--- config.mk ---
export PLATFORM = sky130hd
export DESIGN_NAME = forward_word_boundary_marker
export DESIGN_NICKNAME = d
export VERILOG_FILES = /design/src/rtl/core/fwbm_pkg.sv /design/src/rtl/core/fwbm_front.sv /design/src/rtl/core/fwbm_queue.sv /design/src/rtl/core/fwbm_back.sv /design/src/rtl/core/forward_word_boundary_marker.sv
export SDC_FILE = /design/constraint.sdc
export NUM_CORES = 1
export LEC_CHECK = 0
export ABC_AREA = 1
export BUFFER_PORTS_ARGS = -buffer_cell sky130_fd_sc_hd__clkbuf_2
export CAP_MARGIN = 20
export CORE_ASPECT_RATIO = 2
export CORE_UTILIZATION = 35
export DETAILED_ROUTE_END_ITERATION = 7
export GPL_TIMING_DRIVEN = 0
export PLACE_DENSITY = 0.53
export SLEW_MARGIN = 25
export SYNTH_ARGS = -nofsm -noshare
export SYNTH_HDL_FRONTEND = slang
export SYNTH_HIERARCHICAL = 1
export SYNTH_SLANG_ARGS = --single-unit
--- constraint.sdc ---
create_clock -name clk -period 7.82 [get_ports clk]
set_input_delay 0.391 -clock clk [delete_from_list [all_inputs] [get_ports clk]]
set_output_delay 0.391 -clock clk [all_outputs]
set_load 0.005 [all_outputs]
--- src/rtl/core/fwbm_pkg.sv ---
// ----------------------------------------------------------------------------
// fwbm_pkg
// Shared types, character codes and classification functions for the
// forward word boundary marker.
// ----------------------------------------------------------------------------
package fwbm_pkg;

    localparam int POSITION_BITS = 16;

    localparam logic [15:0] CODE_JSPACE     = 16'h2121;
    localparam logic [15:0] CODE_LONG_VOWEL = 16'h213c;
    localparam logic [15:0] CODE_KATA_REP   = 16'h2133;
    localparam logic [15:0] CODE_KATA_REP_V = 16'h2134;
    localparam logic [15:0] CODE_HIRA_REP   = 16'h2135;
    localparam logic [15:0] CODE_HIRA_REP_V = 16'h2136;
    localparam logic [15:0] CODE_KANJI_REP  = 16'h2139;
    localparam logic [15:0] CODE_HIRA_WO    = 16'h2472;
    localparam logic [15:0] CODE_KANJI_LOW  = 16'h3000;
    localparam logic [15:0] ROW_MASK        = 16'h7f00;
    localparam logic [15:0] SINGLE_BYTE_MAX = 16'h00ff;
    localparam logic [15:0] ROW_KATA        = 16'h2500;
    localparam logic [15:0] ROW_HIRA        = 16'h2400;
    localparam logic [15:0] ROW_JASCII      = 16'h2300;
    localparam logic [15:0] CODE_SPACE      = 16'h0020;
    localparam logic [15:0] CODE_TAB        = 16'h0009;

    typedef enum logic [3:0] {
        CL_JUNK   = 4'd0,
        CL_SPACE  = 4'd1,
        CL_KANJI  = 4'd2,
        CL_KATA   = 4'd3,
        CL_HIRA   = 4'd4,
        CL_JASCII = 4'd5,
        CL_JPUNCT = 4'd6,
        CL_ASCII  = 4'd7,
        CL_APUNCT = 4'd8
    } class_t;

    typedef struct packed {
        logic [15:0] code;
        logic        restart;
        class_t      cls;
    } item_t;

    function automatic logic is_word_ascii(input logic [15:0] c);
        return (c >= 16'h0030 && c <= 16'h0039) || (c >= 16'h0041 && c <= 16'h005a) ||
               (c >= 16'h0061 && c <= 16'h007a) || c == 16'h005f || c == 16'h0040 ||
               c == 16'h0023 || c == 16'h0024 || c == 16'h0025;
    endfunction

    function automatic class_t class_of(input logic [15:0] c);
        logic [15:0] hi;
        class_t      cl;
        hi = c & ROW_MASK;
        if (c == 16'h0000)
            cl = CL_JUNK;
        else if (c >= CODE_KANJI_LOW)
            cl = CL_KANJI;
        else if (c == CODE_SPACE || c == CODE_TAB || c == CODE_JSPACE)
            cl = CL_SPACE;
        else if (hi == ROW_KATA)
            cl = CL_KATA;
        else if (hi == ROW_HIRA)
            cl = CL_HIRA;
        else if (hi == ROW_JASCII)
            cl = CL_JASCII;
        else if (c > SINGLE_BYTE_MAX)
            cl = CL_JPUNCT;
        else if (is_word_ascii(c))
            cl = CL_ASCII;
        else
            cl = CL_APUNCT;
        return cl;
    endfunction

    // a mark from {m1,m2} on either side joins when the other side is in {w1,w2}
    function automatic logic joins(input logic [15:0] a, input logic [15:0] b,
                                   input logic [15:0] m1, input logic [15:0] m2,
                                   input class_t ca, input class_t cb,
                                   input class_t w1, input class_t w2);
        class_t other;
        logic   hit;
        hit   = 1'b1;
        other = cb;
        if (a == m1 || a == m2)
            other = cb;
        else if (b == m1 || b == m2)
            other = ca;
        else
            hit = 1'b0;
        return hit && (other == w1 || other == w2);
    endfunction

    function automatic logic same_class(input logic [15:0] a, input logic [15:0] b);
        class_t ca;
        class_t cb;
        logic   same;
        ca = class_of(a);
        cb = class_of(b);
        if (a == CODE_HIRA_WO || b == CODE_HIRA_WO)
            same = 1'b0;
        else
            same = (ca == cb) ||
                   (ca == CL_SPACE && cb == CL_JUNK) || (cb == CL_SPACE && ca == CL_JUNK) ||
                   joins(a, b, CODE_LONG_VOWEL, CODE_LONG_VOWEL, ca, cb, CL_KATA, CL_HIRA) ||
                   joins(a, b, CODE_KANJI_REP, CODE_KANJI_REP, ca, cb, CL_KANJI, CL_KANJI) ||
                   joins(a, b, CODE_KATA_REP, CODE_KATA_REP_V, ca, cb, CL_KATA, CL_KATA) ||
                   joins(a, b, CODE_HIRA_REP, CODE_HIRA_REP_V, ca, cb, CL_HIRA, CL_HIRA);
        return same;
    endfunction

endpackage

--- src/rtl/core/fwbm_front.sv ---
// ----------------------------------------------------------------------------
// fwbm_front
// Input stage: takes a character request, classifies it and holds it until
// the queue takes it.
// ----------------------------------------------------------------------------
module fwbm_front (
    input  logic              clk,
    input  logic              rst_n,
    input  logic              in_valid,
    output logic              in_ready,
    input  logic [15:0]       jis_code,
    input  logic              restart,
    output logic              push_valid,
    input  logic              push_ready,
    output fwbm_pkg::item_t   push_item
);

    logic            valid_reg;
    logic            valid_next;
    fwbm_pkg::item_t item_reg;
    logic            accept;

    assign in_ready   = !valid_reg || push_ready;
    assign accept     = in_valid && in_ready;
    assign push_valid = valid_reg;
    assign push_item  = item_reg;

    always_comb
    begin
        valid_next = valid_reg;
        if (accept)
            valid_next = 1'b1;
        else if (push_ready)
            valid_next = 1'b0;
    end

    always_ff @(posedge clk or negedge rst_n)
    begin
        if (!rst_n)
            valid_reg <= 1'b0;
        else
            valid_reg <= valid_next;
    end

    always_ff @(posedge clk)
    begin
        if (accept)
        begin
            item_reg.code    <= jis_code;
            item_reg.restart <= restart;
            item_reg.cls     <= fwbm_pkg::class_of(jis_code);
        end
    end

endmodule

--- src/rtl/core/fwbm_queue.sv ---
// ----------------------------------------------------------------------------
// fwbm_queue
// Two-entry queue between the classifying front and the rule back end.
// ----------------------------------------------------------------------------
module fwbm_queue (
    input  logic              clk,
    input  logic              rst_n,
    input  logic              push_valid,
    output logic              push_ready,
    input  fwbm_pkg::item_t   push_item,
    output logic              pop_valid,
    input  logic              pop_ready,
    output fwbm_pkg::item_t   pop_item
);

    fwbm_pkg::item_t entry_reg [2];
    logic            wr_ptr_reg;
    logic            rd_ptr_reg;
    logic [1:0]      count_reg;
    logic [1:0]      count_next;
    logic            push;
    logic            pop;

    assign push_ready = (count_reg != 2'd2);
    assign pop_valid  = (count_reg != 2'd0);
    assign pop_item   = entry_reg[rd_ptr_reg];
    assign push       = push_valid && push_ready;
    assign pop        = pop_valid && pop_ready;

    always_comb
    begin
        count_next = count_reg;
        if (push && !pop)
            count_next = count_reg + 2'd1;
        else if (pop && !push)
            count_next = count_reg - 2'd1;
    end

    always_ff @(posedge clk or negedge rst_n)
    begin
        if (!rst_n)
        begin
            wr_ptr_reg <= 1'b0;
            rd_ptr_reg <= 1'b0;
            count_reg  <= 2'd0;
        end
        else
        begin
            count_reg <= count_next;
            if (push)
                wr_ptr_reg <= !wr_ptr_reg;
            if (pop)
                rd_ptr_reg <= !rd_ptr_reg;
        end
    end

    always_ff @(posedge clk)
    begin
        if (push)
            entry_reg[wr_ptr_reg] <= push_item;
    end

endmodule

--- src/rtl/core/fwbm_back.sv ---
// ----------------------------------------------------------------------------
// fwbm_back
// Rule stage: applies the break rules against the previous and reference
// characters, tracks position and drives the result register.
// ----------------------------------------------------------------------------
module fwbm_back (
    input  logic              clk,
    input  logic              rst_n,
    input  logic              pop_valid,
    output logic              pop_ready,
    input  fwbm_pkg::item_t   pop_item,
    output logic              out_valid,
    input  logic              out_ready,
    output logic              word_start,
    output logic [3:0]        char_class,
    output logic [15:0]       char_position
);

    localparam logic [fwbm_pkg::POSITION_BITS-1:0] POS_MAX = '1;

    logic [15:0]                        prev_reg;
    logic [15:0]                        ref_reg;
    logic                               started_reg;
    logic [fwbm_pkg::POSITION_BITS-1:0] pos_reg;
    logic [fwbm_pkg::POSITION_BITS-1:0] pos_next;
    logic [15:0]                        ref_eff;
    logic [15:0]                        ref_next;
    logic [31:0]                        pos_wide;
    logic                               first;
    logic                               spacelike;
    logic                               stop;
    logic                               pop;

    logic                               out_valid_reg;
    logic                               word_start_reg;
    logic [3:0]                         char_class_reg;
    logic [15:0]                        char_position_reg;

    assign pop_ready = !out_valid_reg || out_ready;
    assign pop       = pop_valid && pop_ready;

    always_comb
    begin
        first     = pop_item.restart || !started_reg;
        // a long-vowel reference takes on the incoming character first
        ref_eff   = (ref_reg == fwbm_pkg::CODE_LONG_VOWEL) ? pop_item.code : ref_reg;
        spacelike = (pop_item.cls == fwbm_pkg::CL_SPACE) ||
                    (pop_item.cls == fwbm_pkg::CL_JUNK);
        stop      = first ||
                    ((!fwbm_pkg::same_class(prev_reg, pop_item.code) ||
                      !fwbm_pkg::same_class(ref_eff, pop_item.code)) && !spacelike);
        ref_next  = stop ? pop_item.code : ref_eff;
        if (first)
            pos_next = '0;
        else if (pos_reg == POS_MAX)
            pos_next = pos_reg;
        else
            pos_next = pos_reg + 1'b1;
        pos_wide  = 32'(pos_next);
    end

    always_ff @(posedge clk or negedge rst_n)
    begin
        if (!rst_n)
        begin
            prev_reg      <= '0;
            ref_reg       <= '0;
            started_reg   <= 1'b0;
            pos_reg       <= '0;
            out_valid_reg <= 1'b0;
        end
        else
        begin
            if (pop)
            begin
                prev_reg    <= pop_item.code;
                ref_reg     <= ref_next;
                started_reg <= 1'b1;
                pos_reg     <= pos_next;
            end
            if (pop)
                out_valid_reg <= 1'b1;
            else if (out_ready)
                out_valid_reg <= 1'b0;
        end
    end

    always_ff @(posedge clk)
    begin
        if (pop)
        begin
            word_start_reg    <= stop;
            char_class_reg    <= pop_item.cls;
            char_position_reg <= pos_wide[15:0];
        end
    end

    assign out_valid     = out_valid_reg;
    assign word_start    = word_start_reg;
    assign char_class    = char_class_reg;
    assign char_position = char_position_reg;

endmodule

--- src/rtl/core/forward_word_boundary_marker.sv ---
// ----------------------------------------------------------------------------
// forward_word_boundary_marker
// Classifies a stream of JIS/ASCII character codes and marks forward word stops.
// ----------------------------------------------------------------------------
// Usage:
//   Input channel (in_valid/in_ready): one character code per request, with
//   restart set on the character where navigation begins anew. The first
//   request after reset is always treated as a restart.
//   Output channel (out_valid/out_ready): one result per input request, in
//   order: word_start, char_class and char_position (saturating count since
//   the last restart, low 16 bits shown).
//   Throughput: one character per cycle unless the receiver stalls. The
//   front stage classifies, a two-entry queue feeds the rule stage, whose
//   previous/reference registers update in the same cycle they are read.
//   Path: front register, two-entry queue, then the result register (out_valid).
//   Stall: a stalled receiver holds the result register; the queue and the
//   front register absorb three more requests before in_ready drops.
//   Reset: asynchronous, active low; clears all valid flags and the
//   previous/reference/position state. No clearing pass is needed.
// ----------------------------------------------------------------------------
module forward_word_boundary_marker (
    input  logic        clk,
    input  logic        rst_n,
    input  logic        in_valid,
    output logic        in_ready,
    input  logic [15:0] jis_code,
    input  logic        restart,
    output logic        out_valid,
    input  logic        out_ready,
    output logic        word_start,
    output logic [3:0]  char_class,
    output logic [15:0] char_position
);

    logic            push_valid;
    logic            push_ready;
    fwbm_pkg::item_t push_item;
    logic            pop_valid;
    logic            pop_ready;
    fwbm_pkg::item_t pop_item;

    fwbm_front u_front (
        .clk        (clk),
        .rst_n      (rst_n),
        .in_valid   (in_valid),
        .in_ready   (in_ready),
        .jis_code   (jis_code),
        .restart    (restart),
        .push_valid (push_valid),
        .push_ready (push_ready),
        .push_item  (push_item)
    );

    fwbm_queue u_queue (
        .clk        (clk),
        .rst_n      (rst_n),
        .push_valid (push_valid),
        .push_ready (push_ready),
        .push_item  (push_item),
        .pop_valid  (pop_valid),
        .pop_ready  (pop_ready),
        .pop_item   (pop_item)
    );

    fwbm_back u_back (
        .clk           (clk),
        .rst_n         (rst_n),
        .pop_valid     (pop_valid),
        .pop_ready     (pop_ready),
        .pop_item      (pop_item),
        .out_valid     (out_valid),
        .out_ready     (out_ready),
        .word_start    (word_start),
        .char_class    (char_class),
        .char_position (char_position)
    );

endmodule

==> flow_summary.ini <==
[critical_path]
worstPathRequired_ns = 8.17
cp_max_fo = 10
cp-end-kind = flip-flop
r2r_end = u_back/ref_reg[9]
r2r_start = u_queue/rd_ptr_reg
cp_common_cell = nand2_1
r2r_slack_ns = 3.50
crit_family = simple AND/OR/NAND/NOR gates
worst-r2r-cell-count = 24
crit_path_top_delay_cell = dfrtp_1
arrival_ns = 4.68
crit_chain = inv_2, buf_6, nand2_1, nand2_1, nor2_1, nand2_1, nor4_1, o21ai_0, o21ai_1, nor2_1, a31oi_1, nand3_1, o21ai_1, nor3_1, nand3_1, nor2_1, nor2_1, nand2_2, nand2_4, nand2_4, buf_8, nand2_1, nand3_1, nand2_1
start_kind = flip-flop
path_class = reg -> reg
slowest_delay_ns = 0.48
path_depth = 24
cp_num_buf_inv = 3

[min_path]
hold-path-endpoint = u_front/push_item[4]
hold_depth = 1
hp-start = restart
hp-class = in -> reg

[run_status]
status = finished clean

[timing]
tightest_slew_ns = 1.006
fin_worst_skew_ns = 0.01299
hold_viol = 0
rsz0062_at_grt = false
worst_slack_ns = 3.498
finalCritPeriodShare_pct = 55.27
min_period_ns = 4.322
drv_slew = 0
setup_viol = 0
max_freq_ghz = 0.2314
slew_headroom_pct = 32.66
setup_tns_ns = 0

[detailed_routing]
viasPerCell = 4.908
routedWlPerCell_um = 15.77
dr.pass1.iters = 7
drc = 0
wirelength_um = 24300
ant_nets = 0
initialDrtViolationCount = 397
num_vias = 7563

[run]
drv_cap = 0

[synthesis]
synthArstFlopShare_pct = 39.57
synth_cells = 1132
syn-cell-area_mm2 = 0.008673
syn_area_per_cell_um2 = 7.662
ys_types = 52
synthesis.nets = 1155
synth_ff_type = edfxtp_1
ys_ff_latch = 139
yosysWarnings = 6
yosysSeqAreaShare_pct = 44.95
synth_edf_count = 84

[grt]
antenna_found_initial = 0
grt_util_all_layers_pct = 20.10
grt_pass1_wl_um = 38610
grt_pass1_vias = 7585
grt_start_max_net_pins = 46
grt_overflow_total = 0

[floorplan]
dieHeight_um = 224.6
coreArea_mm2 = 0.02442
start_util_pct = 35.51
rows = 81
fp.dieArea_mm2 = 0.02545
io_pins = 44
die_x_um = 113.3

[layout]
drive_above_1_share_pct = 15.05
largest_register_ffs = 42
stdcell_area_mm2 = 0.009972
fin_util_pct = 40.83
multi_input_area_mm2 = 0.004068
regArea_mm2 = 0.003899
n_antenna_cell = 0
nFillCells = 2556
syn_to_final_growth_pct = 14.97
fin_nets = 1219

[place]
gp_congestion = 0.9091
hpwl_um = 19690
dp_slack_ns = 3.576
port_buffers = 43
placed_area_mm2 = 0.009360

[pwr]
peakVddDrop_v = 0.0002230
finalPower_uw = 3783
leakage_uw = 0.004495
p_per_area_mw_per_mm2 = 379.3

[cts]
cts.sinks = 139
cts_made_buffers = 17
clk_path_buf_depth = 2
root_buffer = clkbuf_16
h-tree-depth = 4
clkLatencyLatePin_ns = 0.43
cts_tree = done
cts_resized = 0
cts_hold_buf = 1
cts_setup_buffers = 0
cts.clk_slew.worst_paths_ns = 0.06
## logic make-up after synthesis
| logic type | share of synthesized area (%) |
|---|---|
| DFF | 44.95 |
| and+or+nand+nor | 38.42 |
| buffers and inverters | 8.453 |
| muxes | 0.1154 |
| xor gates and xnor gates | 0.7069 |
| adders and majority gates | 0.2885 |
| AOI/OAI and AO/OA | 7.069 |
## final cells by class
class	count	area share [%]
flip-flops and latches	139	39.10
repair buffers	45	2.560
clock buffers	23	5.345
clock inverters	9	0.6901
multi-input cells	815	40.79
well taps	332	4.166
inverters	153	5.759
plain buffers	25	1.593
## cell usage in the layout (no fill, tap or decap), types with 4 or more instances in the layout
| cell | instances |
|---|---|
| o21ai_0 | 57 |
| nand4_1 | 26 |
| a21oi_1 | 23 |
| nor2_2 | 13 |
| clkbuf_1 | 15 |
| xnor2_1 | 5 |
| nor2_1 | 103 |
| buf_6 | 5 |
| nand3_1 | 111 |
| nor4_1 | 9 |
| nand2_2 | 22 |
| clkbuf_16 | 21 |
| edfxtp_1 | 84 |
| nand2_4 | 13 |
| dfrtp_1 | 55 |
| o21ai_1 | 7 |
| nor3_1 | 28 |
| clkbuf_2 | 42 |
| a31oi_1 | 8 |
| nor2_4 | 12 |
| nand3_2 | 7 |
| nand2_1 | 332 |
| buf_4 | 4 |
| inv_1 | 138 |
| inv_2 | 14 |
## where the power goes
part / switching, µW / internal [µW] / total [µW]
combinational: 1290 / 490 / 1780
sequential: 139 / 1060 / 1200
clock: 312 / 485 / 797
## stage by stage
step,std cells,hold WS [ns]
floorplan,1132,0.09541
global placement,1507,0.4223
detailed placement,1508,0.2813
CTS,1541,0.1260
global route,1541,0.1358
finish,1541,0.1422
## metal layers
metal,GRT usage (%),part of all wire [%],vias to the layer above
met2,40.27,57,153
li1,-,-,3846
met1,17.35,34,3488
met4,15.20,7.1,0
met5,0,0,-
met3,2.695,2.1,76
## worst max path at each step
stage               slack [ns]          startpoint           endpoint
floorplan                 4.74  u_queue/rd_ptr_reg  u_back/word_start
global placement          3.54  u_queue/rd_ptr_reg  u_back/ref_reg[9]
detailed placement        3.58  u_queue/rd_ptr_reg  u_back/ref_reg[9]
CTS                       3.55  u_queue/rd_ptr_reg  u_back/ref_reg[9]
global route              3.19  u_queue/rd_ptr_reg  u_back/ref_reg[9]
finish                    3.50  u_queue/rd_ptr_reg  u_back/ref_reg[9]
## synthesized netlist by cell type (3+ instances only)
| cell type | n | share of area (%) |
|---|---|---|
| clkbuf_1 | 13 | 0.56 |
| nor2_1 | 105 | 4.5 |
| a31oi_1 | 8 | 0.58 |
| buf_6 | 5 | 0.65 |
| nand3b_1 | 3 | 0.26 |
| nand2_4 | 13 | 1.7 |
| nand2_2 | 22 | 1.6 |
| nor2_4 | 10 | 1.3 |
| edfxtp_1 | 84 | 29 |
| dfrtp_1 | 55 | 16 |
| nand4_1 | 26 | 1.9 |
| nand2_1 | 332 | 14 |
| a21oi_1 | 24 | 1.4 |
| nor4_1 | 9 | 0.65 |
| nand3_1 | 111 | 6.4 |
| o21ai_0 | 57 | 3.3 |
| buf_4 | 4 | 0.35 |
| nor2_8 | 3 | 0.69 |
| nor3_2 | 3 | 0.35 |
| xnor2_1 | 5 | 0.50 |
| nand3_2 | 7 | 0.81 |
| nor3_1 | 28 | 1.6 |
| inv_1 | 138 | 6.0 |
| inv_2 | 14 | 0.61 |
| nor2_2 | 13 | 0.94 |
| o21ai_1 | 7 | 0.40 |
(Power assumes the default switching activity.)
